## src/rtl/i2rd_pkg.sv

```systemverilog
// ----------------------------------------------------------------------------
// i2rd_pkg
// Constants and digit helpers for the integer to radix digits converter.
// ----------------------------------------------------------------------------
package i2rd_pkg;

    localparam int VALUE_WIDTH_DEF = 31;
    localparam int RADIX_W         = 6;
    localparam int CHAR_W          = 7;

    localparam logic [RADIX_W-1:0] RADIX_RESET   = 6'd10;
    localparam logic [RADIX_W-1:0] RADIX_MIN     = 6'd2;
    localparam logic [RADIX_W-1:0] RADIX_MAX     = 6'd36;
    localparam logic [RADIX_W-1:0] DIGIT_LIMIT   = 6'd10;
    localparam logic [CHAR_W-1:0]  ZERO_CHAR     = 7'd48;
    localparam logic [CHAR_W-1:0]  LETTER_OFFSET = 7'd55;

    typedef logic [RADIX_W-1:0] radix_t;
    typedef logic [CHAR_W-1:0]  char_t;

    // clamp the programmed base into 2..36
    function automatic radix_t eff_radix(input radix_t r);
        radix_t res;
        if (r < RADIX_MIN)
            res = RADIX_MIN;
        else if (r > RADIX_MAX)
            res = RADIX_MAX;
        else
            res = r;
        return res;
    endfunction

    function automatic char_t digit_to_char(input radix_t d);
        char_t res;
        if (d < DIGIT_LIMIT)
            res = {1'b0, d} + ZERO_CHAR;
        else
            res = {1'b0, d} + LETTER_OFFSET;
        return res;
    endfunction

endpackage

```

## src/rtl/i2rd_if.sv

```systemverilog
// ----------------------------------------------------------------------------
// i2rd_if
// Valid/ready channels of the integer to radix digits converter.
// ----------------------------------------------------------------------------
interface i2rd_in_if #(
    parameter int VALUE_WIDTH = i2rd_pkg::VALUE_WIDTH_DEF
);
    logic                   valid;
    logic                   ready;
    logic [VALUE_WIDTH-1:0] value;

    modport source (output valid, output value, input ready);
    modport sink   (input valid, input value, output ready);
endinterface

interface i2rd_out_if;
    logic                valid;
    logic                ready;
    i2rd_pkg::char_t     digit_char;
    logic                last_digit;

    modport source (output valid, output digit_char, output last_digit, input ready);
    modport sink   (input valid, input digit_char, input last_digit, output ready);
endinterface

interface i2rd_cfg_if;
    logic             valid;
    logic             ready;
    i2rd_pkg::radix_t radix;

    modport source (output valid, output radix, input ready);
    modport sink   (input valid, input radix, output ready);
endinterface

```

## src/rtl/integer_to_radix_digits.sv

```systemverilog
// ----------------------------------------------------------------------------
// integer_to_radix_digits
// Converts an unsigned integer to ASCII digits in a programmable base.
// ----------------------------------------------------------------------------
// Usage:
//   item  : one value per transfer; ready is high only while the block is idle.
//   digit : one ASCII digit per transfer, most significant first; last_digit
//           marks the final digit. A value of zero gives the single digit '0'.
//   cfg   : radix write, always ready; bases below 2 act as 2, above 36 as 36.
// Operation:
//   Each digit is produced by the bit-serial restoring divider (one quotient
//   bit per cycle). Digits are kept on a stack memory and replayed most
//   significant first, each by a registered memory read, then output.
// Reset:
//   rst_n clears the controller to idle and the radix to 10.
// Stall:
//   A held digit keeps valid, digit_char and last_digit stable until taken.
// ----------------------------------------------------------------------------
module integer_to_radix_digits #(
    parameter int VALUE_WIDTH = i2rd_pkg::VALUE_WIDTH_DEF
) (
    input  logic             clk,
    input  logic             rst_n,
    i2rd_in_if.sink          item,
    i2rd_out_if.source       digit,
    i2rd_cfg_if.sink         cfg
);

    localparam int AW = $clog2(VALUE_WIDTH);

    localparam logic [1:0] ST_IDLE  = 2'd0;
    localparam logic [1:0] ST_DIV   = 2'd1;
    localparam logic [1:0] ST_FETCH = 2'd2;
    localparam logic [1:0] ST_SHOW  = 2'd3;

    logic [1:0]             state_reg, state_next;
    logic [AW-1:0]          sp_reg, sp_next;
    logic [AW-1:0]          bit_cnt_reg, bit_cnt_next;
    logic [VALUE_WIDTH-1:0] quo_reg, quo_next;
    i2rd_pkg::radix_t       rem_reg, rem_next;
    i2rd_pkg::radix_t       base_reg, base_next;
    i2rd_pkg::radix_t       radix_reg;
    i2rd_pkg::char_t        rd_data_reg;
    i2rd_pkg::char_t        stack_mem [VALUE_WIDTH];

    logic [i2rd_pkg::RADIX_W:0]  trial;
    logic                        ge;
    logic [VALUE_WIDTH-1:0]      quo_step;
    i2rd_pkg::radix_t            rem_step;
    logic                        push;
    logic                        item_xfer;

    assign item_xfer = item.valid && item.ready;
    assign item.ready = (state_reg == ST_IDLE);
    assign cfg.ready  = 1'b1;

    assign digit.valid      = (state_reg == ST_SHOW);
    assign digit.digit_char = rd_data_reg;
    assign digit.last_digit = (sp_reg == '0);

    // one restoring division step
    assign trial    = {rem_reg, quo_reg[VALUE_WIDTH-1]};
    assign ge       = (trial >= {1'b0, base_reg});
    assign rem_step = ge ? i2rd_pkg::RADIX_W'(trial - {1'b0, base_reg})
                         : i2rd_pkg::RADIX_W'(trial);
    assign quo_step = {quo_reg[VALUE_WIDTH-2:0], ge};
    assign push     = (state_reg == ST_DIV) && (bit_cnt_reg == '0);

    always_comb
    begin
        state_next   = state_reg;
        sp_next      = sp_reg;
        bit_cnt_next = bit_cnt_reg;
        quo_next     = quo_reg;
        rem_next     = rem_reg;
        base_next    = base_reg;
        unique case (state_reg)
            ST_IDLE:
            begin
                if (item_xfer)
                begin
                    quo_next     = item.value;
                    rem_next     = '0;
                    bit_cnt_next = AW'(VALUE_WIDTH - 1);
                    sp_next      = '0;
                    base_next    = i2rd_pkg::eff_radix(radix_reg);
                    state_next   = ST_DIV;
                end
            end
            ST_DIV:
            begin
                quo_next = quo_step;
                rem_next = rem_step;
                if (bit_cnt_reg == '0)
                begin
                    if (quo_step == '0)
                    begin
                        state_next = ST_FETCH;
                    end
                    else
                    begin
                        sp_next      = sp_reg + 1'b1;
                        rem_next     = '0;
                        bit_cnt_next = AW'(VALUE_WIDTH - 1);
                    end
                end
                else
                begin
                    bit_cnt_next = bit_cnt_reg - 1'b1;
                end
            end
            ST_FETCH:
            begin
                state_next = ST_SHOW;
            end
            ST_SHOW:
            begin
                if (digit.ready)
                begin
                    if (sp_reg == '0)
                    begin
                        state_next = ST_IDLE;
                    end
                    else
                    begin
                        sp_next    = sp_reg - 1'b1;
                        state_next = ST_FETCH;
                    end
                end
            end
            default:
            begin
                state_next = ST_IDLE;
            end
        endcase
    end

    always_ff @(posedge clk or negedge rst_n)
    begin
        if (!rst_n)
        begin
            state_reg   <= ST_IDLE;
            sp_reg      <= '0;
            bit_cnt_reg <= '0;
            radix_reg   <= i2rd_pkg::RADIX_RESET;
        end
        else
        begin
            state_reg   <= state_next;
            sp_reg      <= sp_next;
            bit_cnt_reg <= bit_cnt_next;
            if (cfg.valid && cfg.ready)
            begin
                radix_reg <= cfg.radix;
            end
        end
    end

    always_ff @(posedge clk)
    begin
        quo_reg  <= quo_next;
        rem_reg  <= rem_next;
        base_reg <= base_next;
    end

    // digit stack: push during division, pop during replay
    always_ff @(posedge clk)
    begin
        if (push)
        begin
            stack_mem[sp_reg] <= i2rd_pkg::digit_to_char(rem_step);
        end
        if (state_reg == ST_FETCH)
        begin
            rd_data_reg <= stack_mem[sp_reg];
        end
    end

endmodule

```

## src/flat_wrapper.sv

```systemverilog
// flat-port wrapper written by rule: the top's interface ports become plain ports
module integer_to_radix_digits_flat 
#(
    parameter int VALUE_WIDTH = i2rd_pkg::VALUE_WIDTH_DEF
)
  (clk, rst_n, item_valid, item_value, item_ready, digit_valid, digit_digit_char, digit_last_digit, digit_ready, cfg_valid, cfg_radix, cfg_ready);
  i2rd_in_if #(.VALUE_WIDTH(VALUE_WIDTH)) item_i ();
  i2rd_out_if digit_i ();
  i2rd_cfg_if cfg_i ();
  input  logic clk;
  input  logic rst_n;
  input wire logic [$bits(item_i.valid)-1:0] item_valid;
  input wire logic [$bits(item_i.value)-1:0] item_value;
  output wire logic [$bits(item_i.ready)-1:0] item_ready;
  output wire logic [$bits(digit_i.valid)-1:0] digit_valid;
  output wire logic [$bits(digit_i.digit_char)-1:0] digit_digit_char;
  output wire logic [$bits(digit_i.last_digit)-1:0] digit_last_digit;
  input wire logic [$bits(digit_i.ready)-1:0] digit_ready;
  input wire logic [$bits(cfg_i.valid)-1:0] cfg_valid;
  input wire logic [$bits(cfg_i.radix)-1:0] cfg_radix;
  output wire logic [$bits(cfg_i.ready)-1:0] cfg_ready;
  assign item_i.valid = item_valid;
  assign item_i.value = item_value;
  assign item_ready = item_i.ready;
  assign digit_valid = digit_i.valid;
  assign digit_digit_char = digit_i.digit_char;
  assign digit_last_digit = digit_i.last_digit;
  assign digit_i.ready = digit_ready;
  assign cfg_i.valid = cfg_valid;
  assign cfg_i.radix = cfg_radix;
  assign cfg_ready = cfg_i.ready;
  integer_to_radix_digits #(.VALUE_WIDTH(VALUE_WIDTH)) u_core (.clk(clk), .rst_n(rst_n), .item(item_i), .digit(digit_i), .cfg(cfg_i));
endmodule
```

## config.mk

```make
export PLATFORM = sky130hd
export DESIGN_NAME = integer_to_radix_digits_flat
export DESIGN_NICKNAME = d
export VERILOG_FILES = /design/src/rtl/i2rd_pkg.sv /design/src/rtl/i2rd_if.sv /design/src/rtl/integer_to_radix_digits.sv /design/src/flat_wrapper.sv
export SDC_FILE = /design/constraint.sdc
export NUM_CORES = 1
export LEC_CHECK = 0
export BUFFER_PORTS_ARGS = -buffer_cell sky130_fd_sc_hd__buf_2
export CAP_MARGIN = 20
export CELL_PAD_IN_SITES_DETAIL_PLACEMENT = 1
export CELL_PAD_IN_SITES_GLOBAL_PLACEMENT = 2
export CORE_ASPECT_RATIO = 1.5
export CORE_MARGIN = 2
export CORE_UTILIZATION = 25
export CTS_BUF_LIST = sky130_fd_sc_hd__clkbuf_16
export DETAILED_ROUTE_END_ITERATION = 7
export PLACE_DENSITY = 0.52
export SLEW_MARGIN = 20
export SYNTH_ARGS = -nofsm -noshare
export SYNTH_HDL_FRONTEND = slang
export SYNTH_SLANG_ARGS = --single-unit
```

## constraint.sdc

```tcl
create_clock -name clk -period 10.25 [get_ports clk]
set_clock_uncertainty 0.15 [all_clocks]
set_input_delay 1.025 -clock clk [delete_from_list [all_inputs] [get_ports clk]]
set_output_delay 1.025 -clock clk [all_outputs]
set_load 0.05 [all_outputs]
```

==> impl_metrics.tcl <==
set metrics [dict create \
    status "finished clean" \
    ys_ff_latch 285 \
    end_kind "flip-flop" \
    routed_via_density 4.52 \
    syn_to_final_growth_pct 16.1 \
    hpwl_mm 20.0 \
    cts_buffer_depth 3 \
    mappedNetlistArea_sq_mm 0.0120 \
    post-route-min-period_ns 4.44 \
    fin_nets 872 \
    synth_fp_nets 812 \
    cts_hold_buf 0 \
    reg2reg_slack_ns 5.81 \
    synthArstFlopShare_pct 6.32 \
    synth-warning-count 0 \
    seq_area_frac_synth_pct 70.6 \
    timing.fmax_mhz 225 \
    fp.dieArea_sq_mm 0.0498 \
    grt_max_degree 54 \
    antenna_cells 0 \
    setup-violations-final 0 \
    criticalPathCategory "reg2reg" \
    firstDrtPassIters 4 \
    num-fill-cells 5010 \
    drive_gt1_share_pct 21.8 \
    fp.dieW_um 183 \
    grt_pass1_wl_mm 46.0 \
    clk_pin_slew_ns 0.06 \
    cts_root_buffer "clkbuf_16" \
    hold_violations 0 \
    vias 6481 \
    grt_usage_pct 12.3 \
    cp-start-kind "flip-flop" \
    rsz0062_at_grt "no" \
    drc 0 \
    worstMarginPinSlew_ns 1.11 \
    cts_resized 0 \
    fp.dieH_um 272 \
    rows 98 \
    worstPathRequired_ns 10.36 \
    drv_cap 0 \
    drtIter0Drc 271 \
    grt_pass1_vias 7272 \
    syn_inst 755 \
    wirelength_mm 29.8 \
    clock-sinks 285 \
    numCtsBuffers 30 \
    place.gp.congestion 0.740 \
    design.core.area_sq_mm 0.0476 \
    cts_tree "yes" \
    wl_per_cell_um 20.8 \
    largest_register_ffs 217 \
    antenna_found_initial 0 \
    min_path_type "in2async" \
    maxSlewHeadroom_pct 26.2 \
    r2r_start "u_core.rem_reg[3]$_SDFFCE_PN0P_" \
    synth_enable_flop_cells 267 \
    post-route-period-util_pct 43.3 \
    worstSkewPairLatency_ns 0.57 \
    fin_tns_setup_ns 0 \
    start_util_pct 25.2 \
    cts_max_level 1 \
    grt-ovfl-total 0 \
    ys_types 59 \
    path_max_fanout 31 \
    worstPathArrival_ns 4.55 \
    ios 53 \
    syn_area_per_cell_sq_um 15.9 \
    synth_flop_cell "edfxtp_1" \
    drv_slew 0 \
    ant_nets 0 \
    crit_start "u_core.rem_reg[3]$_SDFFCE_PN0P_" \
    port_buffers 51 \
    cts_setup_buffers 0 \
]
-- logic make-up after synthesis --
kind of cell	Yosys count	share of synthesized area, %
flip-flops	285	70.6
multiplexers	75	11.5
AO/OA/AOI/OAI	82	4.61
XOR/XNOR	10	0.730
AND/OR/NAND/NOR	237	9.00
other	1	0.0313
buffers and inverters	49	1.72
adder cells (fa/ha/maj)	16	1.77
-- path summary, 6_finish.rpt --
path | endpoint | cells after the start
max | u_core.stack_mem[13][2]$_DFFE_PP_ | 10
min | u_core.radix_reg[5]$_DFFE_PN0P_ | 1
max reg2reg | u_core.stack_mem[13][2]$_DFFE_PP_ | 10
min reg2reg | u_core.radix_reg[0]$_DFFE_PN0P_ | 1
max in group asynchronous | u_core.sp_reg[0]$_DFFE_PN0P_ | 1
min in group clk | u_core.radix_reg[0]$_DFFE_PN0P_ | 1
-- metal layers --
layer | global-route usage [%] | part of all wire [%]
met5 | 0 | 0
met4 | 3.81 | 2.4
met3 | 1.55 | 3.0
met2 | 24.2 | 57
met1 | 13.6 | 38
-- critical path, stage by stage (launching register included) --
cell and delay [ns]:
edfxtp_1 0.43, ha_1 0.35, a21o_1 0.20, a211oi_2 0.32
o211a_1 0.55, mux2i_2 0.49, ha_1 0.22, inv_1 0.09
o31ai_4 0.47, nand2_1 0.21, xor2_4 0.65
-- Yosys cell counts (all sizes together), types with 10 or more instances --
master / n / area, sq um
o21ai: 18 / 93.8
nor2b: 10 / 62.6
clkbuf: 22 / 82.6
nor2: 55 / 206
ha: 13 / 163
inv: 14 / 52.6
mux4: 49 / 1100
edfxtp: 267 / 8020
dfrtp: 16 / 400
a21oi: 21 / 105
nand2: 115 / 432
buf: 13 / 71.3
mux2i: 18 / 184
-- layout make-up --
class,count,area [sq um],share of cell area (%)
flip-flops and latches,285,8480,60.9
multi-input cells,421,3380,24.3
clock buffers,31,776,5.57
well taps,600,751,5.39
repair buffers,63,345,2.48
clock inverters,20,141,1.02
inverters,14,52.6,0.377
-- through the flow --
stage                     std cells  hold WS, ns  cell area [sq um]  util, %  setup WS, ns
after floorplan                 755        0.314              12000        -          5.92
after global placement         1383        0.339              13000     27.3          5.45
after detailed placement       1383        0.351              13000     27.3          5.74
after CTS                      1434        0.263              13900     29.3          5.73
after global routing           1434        0.289              13900     29.3          5.41
final                          1434        0.275              13900     29.3          5.81
-- placed cells by master (no fill, tap or decap), types with 3 or more instances in the layout --
cell	netlist	layout
a21o_1	5	5
a21oi_1	21	21
a22o_1	3	3
a22oi_1	7	7
a31oi_1	7	7
and2_1	3	3
and3_1	9	9
buf_2	6	51
buf_4	4	12
clkbuf_16	0	31
clkinv_1	0	8
clkinv_2	0	4
dfrtp_1	16	14
edfxtp_1	267	267
ha_1	13	13
inv_1	14	18
mux2_2	7	7
mux2i_1	17	15
mux2i_2	1	3
mux4_2	49	49
nand2_1	115	115
nand2b_1	3	3
nand3_1	5	5
nand3b_1	8	8
nand4_1	4	4
nor2_1	55	55
nor2b_1	10	9
nor3_1	6	6
nor4_1	7	7
o2111ai_1	5	5
o211a_1	3	3
o21a_1	3	3
o21ai_0	16	16
xnor2_1	7	4
xnor2_2	0	3
Power is left out: the tool's default activity adds up to more than one toggle a clock period on the data nets, which glitch-free logic cannot reach.
